<file path="src/hdl/frt_pkg.sv">
// Types and constants shared by the fault region table.
// No dependencies.
package frt_pkg;

   typedef enum logic [1:0] {
      ACT_DECLARE = 2'd0,
      ACT_MARK    = 2'd1,
      ACT_RESOLVE = 2'd2,
      ACT_QUERY   = 2'd3
   } action_type;

   typedef enum logic [2:0] {
      ST_OK          = 3'd0,
      ST_INVALID     = 3'd1,
      ST_OVERLAP     = 3'd2,
      ST_EXHAUSTED   = 3'd3,
      ST_NOT_FOUND   = 3'd4,
      ST_WRONG_STATE = 3'd5
   } status_type;

   localparam logic [1:0] BK_UNBACKED = 2'd0;
   localparam logic [1:0] BK_SHARED   = 2'd1;
   localparam logic [1:0] BK_PRIVATE  = 2'd2;
   localparam logic [1:0] BK_UNDEF    = 2'd3;

   localparam logic [15:0] ID_FIRST = 16'd1;
   localparam logic [15:0] ID_LIMIT = 16'hFFFF;

   typedef struct packed {
      logic [1:0]  action;
      logic [63:0] address;
      logic [63:0] span_bytes;
      logic        sealed;
      logic [1:0]  backing_kind;
      logic [15:0] region_id;
      logic        is_write;
   } req_type;

   typedef struct packed {
      status_type  status;
      logic [15:0] result_id;
      logic        deliver;
      logic        write_echo;
      logic [1:0]  state_out;
   } rsp_type;

   // scan token handed from cell to cell
   typedef struct packed {
      logic        hit;
      logic        free;
      logic        overlap;
      logic [15:0] id;
      logic        sealed;
      logic [1:0]  backing;
      logic        told_backing;
      logic        told_private;
   } probe_type;

   typedef enum logic [2:0] {
      CMD_NONE,
      CMD_DECLARE,
      CMD_BACKING,
      CMD_TOLD_BACKING,
      CMD_TOLD_PRIVATE
   } cmd_op_type;

   typedef struct packed {
      cmd_op_type  op;
      logic [15:0] id;
      logic        sealed;
      logic [1:0]  backing;
   } cmd_type;

endpackage

</file>
<file path="src/hdl/frt_cell.sv">
// One table entry with its compare logic and a stage of the scan token.
// Depends on frt_pkg.
module frt_cell import frt_pkg::*; #(
   parameter int PW  = 52,
   parameter int EW  = 53,
   parameter int IW  = 4,
   parameter int IDX = 0
) (
   input  logic          clock,
   input  logic          reset,
   input  logic [PW-1:0] op_page,
   input  logic [EW-1:0] op_end,
   input  logic [15:0]   op_id,
   input  logic          op_addr_mode,
   input  probe_type     probe_in,
   input  logic [IW-1:0] hit_idx_in,
   input  logic [IW-1:0] free_idx_in,
   output probe_type     probe_out,
   output logic [IW-1:0] hit_idx_out,
   output logic [IW-1:0] free_idx_out,
   input  cmd_type       cmd,
   input  logic [IW-1:0] cmd_idx
);

   logic          valid_ff;
   logic [PW-1:0] base_ff;
   logic [EW-1:0] end_ff;
   logic [15:0]   id_ff;
   logic          sealed_ff;
   logic [1:0]    backing_ff;
   logic          told_b_ff;
   logic          told_p_ff;

   probe_type     probe_ff, probe_in_w;
   logic [IW-1:0] hit_idx_ff, hit_idx_in_w;
   logic [IW-1:0] free_idx_ff, free_idx_in_w;

   logic match_addr, match_id, overlap, sel;

   always_comb begin
      match_addr = valid_ff && ({1'b0, op_page} >= {1'b0, base_ff}) &&
                   (EW'(op_page) < end_ff);
      match_id   = valid_ff && (id_ff == op_id);
      overlap    = valid_ff && (EW'(base_ff) < op_end) && (EW'(op_page) < end_ff);
      probe_in_w    = probe_in;
      hit_idx_in_w  = hit_idx_in;
      free_idx_in_w = free_idx_in;
      probe_in_w.overlap = probe_in.overlap | overlap;
      if (!probe_in.hit && (op_addr_mode ? match_addr : match_id)) begin
         probe_in_w.hit          = 1'b1;
         probe_in_w.id           = id_ff;
         probe_in_w.sealed       = sealed_ff;
         probe_in_w.backing      = backing_ff;
         probe_in_w.told_backing = told_b_ff;
         probe_in_w.told_private = told_p_ff;
         hit_idx_in_w            = IW'(IDX);
      end
      if (!probe_in.free && !valid_ff) begin
         probe_in_w.free = 1'b1;
         free_idx_in_w   = IW'(IDX);
      end
      sel = (cmd_idx == IW'(IDX));
   end

   always_ff @(posedge clock) begin
      probe_ff    <= probe_in_w;
      hit_idx_ff  <= hit_idx_in_w;
      free_idx_ff <= free_idx_in_w;
      if (reset) begin
         valid_ff <= 1'b0;
      end else if (sel) begin
         case (cmd.op)
            CMD_DECLARE: begin
               valid_ff   <= 1'b1;
               base_ff    <= op_page;
               end_ff     <= op_end;
               id_ff      <= cmd.id;
               sealed_ff  <= cmd.sealed;
               backing_ff <= BK_UNBACKED;
               told_b_ff  <= 1'b0;
               told_p_ff  <= 1'b0;
            end
            CMD_BACKING:      backing_ff <= cmd.backing;
            CMD_TOLD_BACKING: told_b_ff  <= 1'b1;
            CMD_TOLD_PRIVATE: told_p_ff  <= 1'b1;
            default: ;
         endcase
      end
   end

   assign probe_out    = probe_ff;
   assign hit_idx_out  = hit_idx_ff;
   assign free_idx_out = free_idx_ff;

endmodule
</file>
<file path="config.mk">
export PLATFORM = sky130hd
export DESIGN_NAME = frt_cell
export DESIGN_NICKNAME = d
export VERILOG_FILES = /design/src/hdl/frt_pkg.sv /design/src/hdl/frt_cell.sv
export SDC_FILE = /design/constraint.sdc
export NUM_CORES = 1
export LEC_CHECK = 0
export BUFFER_PORTS_ARGS = -buffer_cell sky130_fd_sc_hd__buf_2
export CELL_PAD_IN_SITES_DETAIL_PLACEMENT = 1
export CELL_PAD_IN_SITES_GLOBAL_PLACEMENT = 1
export CORE_ASPECT_RATIO = 0.5
export CORE_MARGIN = 1.5
export CORE_UTILIZATION = 43
export CTS_CLUSTER_DIAMETER = 120
export CTS_CLUSTER_SIZE = 40
export DETAILED_ROUTE_END_ITERATION = 16
export HOLD_SLACK_MARGIN = 0.05
export PLACE_DENSITY = 0.92
export SLEW_MARGIN = 0
export SYNTH_ARGS = -nofsm -noshare
export SYNTH_HDL_FRONTEND = slang
export SYNTH_SLANG_ARGS = --single-unit
export TNS_END_PERCENT = 20
</file>
<file path="constraint.sdc">
create_clock -name clock -period 11.1 [get_ports clock]
set_input_delay 2.775 -clock clock [delete_from_list [all_inputs] [get_ports clock]]
set_output_delay 2.775 -clock clock [all_outputs]
set_load 0.005 [all_outputs]
</file>
Word level (Yosys, flattened, before mapping). Cells that the tools add are included.

Bits in registers: 159. Bits of input ports: 182. Output and inout port bits: 32. Word-level logic and storage cells: 52.

$lt $le $gt $ge: 3. Eq/ne operators: 5. Multiplexer cells: 5. Bitwise logic cells: 2. Reduce and logical (&&, ||, !) cells: 19.

Operator list (number): $lt 52x53->1 (2); $ge 52x52->1 (1); $mux 21 (1); $eq 16x16->1 (1); $reduce_and 3->1 (4); $logic_and 1x1->1 (7); $eq 3x2->1 const B (2); $reduce_bool 2->1 (3); $logic_not 4->1 (1); $pmux 1 s2 (2); $pmux 2 s2 (1); $eq 3x1->1 const B (1); $eq 3x3->1 const B (1); $logic_not 1->1 (3); $reduce_and 2->1 (1); $mux 1 (1); $not 1->1 (1); $or 1x1->1 (1).

Logic depth before layout (Yosys ltp).
Word-level depth: 6. Depth in mapped cells: 12. Mapped depth without buffers: 10.

Least setup slack after synthesis. Ideal clock, no wire load.

Path type: input-to-reg. From: input port cmd_idx[1]. To: register told_p_ff (enable). Arrival: 8.786 ns. Required time: 10.778 ns. Setup slack: 1.992 ns. Stages: 6. Path through: nor3_1 nand2_1 nor2_1 nand2_1 nor2_1 a31o_2.

Cells in the longest elaborated chain, start to end: 2.

RTL lines: start, declared (line frt_cell.sv:22) `input logic [IW-1:0] cmd_idx`; $logic_not 4->1 (line frt_cell.sv:62) `sel = (cmd_idx == IW'(IDX));`; $reduce_and 3->1 (no line); end signal, assigned (line frt_cell.sv:81) `told_p_ff <= 1'b0;`; end signal, assigned (line frt_cell.sv:85) `CMD_TOLD_PRIVATE: told_p_ff <= 1'b1;`; end, declared (line frt_cell.sv:32) `logic told_p_ff;`.

Every way passes these cells. A chain may end at the register's enable or synchronous reset.

==> impl_metrics.env <==
export IMPL_clk_path_buf_depth=2
export IMPL_postCtsSetupBuffers=0
export IMPL_worstPathArrival_ns=5.89
export IMPL_ir_drop_uv=109
export IMPL_synthFlopType="edfxtp_1"
export IMPL_io_pins=214
export IMPL_ys_seq_area_share_pct=49.3
export IMPL_setup_viol=0
export IMPL_ys_types=50
export IMPL_max_freq_mhz=180
export IMPL_final_cell_mix="buf_2, inv_1, ha_1, edfxtp_1, a21oi_1"
export IMPL_gp_congestion=0.838
export IMPL_cap_violations=0
export IMPL_ys_ff_latch=159
export IMPL_grt_usage_pct=23.9
export IMPL_layout_commonest_cell="buf_2"
export IMPL_wire_per_inst_um=20.0
export IMPL_vias_per_cell=5.24
export IMPL_netlist_area_um2=9020
export IMPL_dp_slack_ns=5.09
export IMPL_p_leak_nw=5.44
export IMPL_insertion_delay_ns=0.44
export IMPL_final_core_util_pct=53.7
export IMPL_layout_setup_ws_ns=5.53
export IMPL_required_ns=11.43
export IMPL_grt_start_max_net_pins=74
export IMPL_fp_dieW_um=208
export IMPL_async_reset_ff_share_pct=0
export IMPL_vias=6823
export IMPL_timing_final_crit_share_pct=50.1
export IMPL_grt_pass1_vias=7563
export IMPL_grt_ovfl_total=0
export IMPL_core_um2=20600
export IMPL_post_cts_resize_count=0
export IMPL_die_area_um2=21900
export IMPL_syn_num_nets=1112
export IMPL_hold_violations=0
export IMPL_area_growth_pct=22.4
export IMPL_portBuffers=213
export IMPL_p_per_area_nw_per_um2=126
export IMPL_grt_pass1_wl_um=39900
export IMPL_critical_path_slowest_cell="a311oi_1"
export IMPL_place_inst=1262
export IMPL_drv_slew=0
export IMPL_critPathMaxFanout=25
export IMPL_crit_cells=11
export IMPL_endpoint_kind="flop"
export IMPL_antenna_found_initial=7
export IMPL_cp_top_family="compound AO/OA/AOI/OAI gates"
export IMPL_first_iter_violations=292
export IMPL_avgSynthCellArea_um2=11.6
export IMPL_fin_crit_ns=5.57
export IMPL_start_util_pct=43.9
export IMPL_rsz0062_at_grt="no"
export IMPL_cpPeakStageDelay_ns=0.66
export IMPL_fin_nets=1344
export IMPL_ant_nets=0
export IMPL_drtPass1Iterations=4
export IMPL_synth_cells=776
export IMPL_stdcell_count=1301
export IMPL_routed_wl_um=26000
export IMPL_synth_edff_count=126
export IMPL_hold_path_class="reg2reg"
export IMPL_drc=0
export IMPL_tns_ns=0
export IMPL_drive_above_1_share_pct=26.4
export IMPL_worst_slew_pin_slew_ns=1.04
export IMPL_cts_max_level=4
export IMPL_worst_setup_path_start_kind="input pin"
export IMPL_cts_sinks=159
export IMPL_min_path_cells=1
export IMPL_yosysWarnings=0
export IMPL_cts_inserted_buffers=17
export IMPL_slew_headroom_pct=30.9
export IMPL_fin_skew_ns=0.00904
export IMPL_hold_buffers=0
export IMPL_dieHeight_um=105
export IMPL_clkSlewWorstSetupHoldPaths_ns=0.07
export IMPL_crit_buf_inv=2
export IMPL_holdWs_ns=0.479
export IMPL_status="finished clean"
export IMPL_tritoncts="yes"
export IMPL_reg2reg_depth=11
export IMPL_row_count=37
export IMPL_crit_chain="buf_2 > ha_1 > a21oi_1 > o21ai_0 > a221oi_1 > o2111ai_1 > a311oi_1 > o21a_1 > o32a_1 > buf_4 > mux2_2"
export IMPL_hpwl_um=20500
export IMPL_cts_root_buf="clkbuf_16"
export IMPL_critPathKind="in2reg"
## per-layer routing
metal	GRT usage (%)	vias up	wire, µm
li1	-	3242	-
met1	28.1	3384	10700
met2	44.3	152	13900
met3	3.40	45	833
met4	9.49	0	621
met5	0	-	0
## cell usage after synthesis, drive strengths merged (2+ instances only)
cell	instances	area share (%)
nor3	10	0.55
or4	2	0.17
a31o	2	0.19
xnor2	13	1.3
o32a	2	0.22
a211oi	4	0.33
o21ai	20	1.1
buf	3	0.42
nand2	27	1.1
nor4	4	0.28
a21o	32	2.7
o211a	2	0.22
inv	158	6.6
xor2	4	0.39
o21a	2	0.17
dfxtp	33	7.3
nor4bb	2	0.22
nand2b	6	0.42
nor2	17	0.71
o31ai	4	0.33
nand3	13	0.78
ha	154	21
nand4b	2	0.19
a31oi	2	0.14
a221oi	2	0.19
a21oi	50	2.8
and4	8	0.78
nand4	22	1.5
mux2	21	3.3
and2	4	0.28
nor2b	9	0.62
o31a	2	0.19
edfxtp	126	42
## power breakdown
| part | internal (mW) | leakage, nW | switching (mW) | total (mW) |
|---|---|---|---|---|
| sequential | 0.650 | 1.40 | 0.00289 | 0.652 |
| combinational | 0.0662 | 3.74 | 0.0706 | 0.137 |
| clock | 0.351 | 0.300 | 0.251 | 0.602 |
| total | 1.07 | 5.44 | 0.325 | 1.39 |
## worst reg2reg max path: stages, from the launching register on
cell,delay (ns)
edfxtp_1,0.42
inv_1,0.08
ha_1,0.25
a21oi_1,0.16
o21ai_0,0.10
a221oi_1,0.45
o2111ai_1,0.16
a311oi_1,0.66
o21a_1,0.21
o32a_1,0.15
buf_4,0.37
mux2_2,0.40
## flip-flops by register name, indices dropped and copies added, names as in the netlist
name	count
base_ff	52
valid_ff	1
told_p_ff	1
probe_out	24
hit_idx_out	4
backing_ff	2
free_idx_out	4
id_ff	16
told_b_ff	1
sealed_ff	1
end_ff	53
## kinds of logic after synthesis
logic type	after synthesis	synth area share (%)
xor gates and xnor gates	17	1.65
DFF	159	49.3
muxes	21	3.29
AOI/OAI and AO/OA	134	9.49
adders and majority gates	154	21.4
and+or+nand+nor	130	7.96
buffers and inverters	161	6.99
## final cells by class
| type | count | area, µm² |
|---|---|---|
| antenna | 7 | 17.5 |
| clock buffer | 26 | 563 |
| sequential | 159 | 4440 |
| multi-input combinational | 456 | 3950 |
| inverter | 158 | 593 |
| fill | 2287 | 9510 |
| timing repair buffer | 216 | 1090 |
| tap | 273 | 342 |
| clock inverter | 6 | 38.8 |
## through the flow
step | power, mW | instance area [µm²]
finish | 1.39 | 11000
global placement | 0.788 | 10400
CTS | 1.40 | 11000
global route | 1.44 | 11000
detailed placement | 0.800 | 10400
floorplan | 0.726 | 9020
## final timing paths
path	startpoint	end	slack, ns
setup / recovery	op_page[7]	probe_out[20]$_DFF_P_	5.53
hold / removal	backing_ff[1]$_SDFFCE_PP0P_	probe_out[3]$_DFF_P_	0.48
setup reg to reg	base_ff[7]$_DFFE_PP_	probe_out[20]$_DFF_P_	7.58
hold reg to reg	backing_ff[1]$_SDFFCE_PP0P_	probe_out[3]$_DFF_P_	0.48
(Power assumes the default switching activity.)
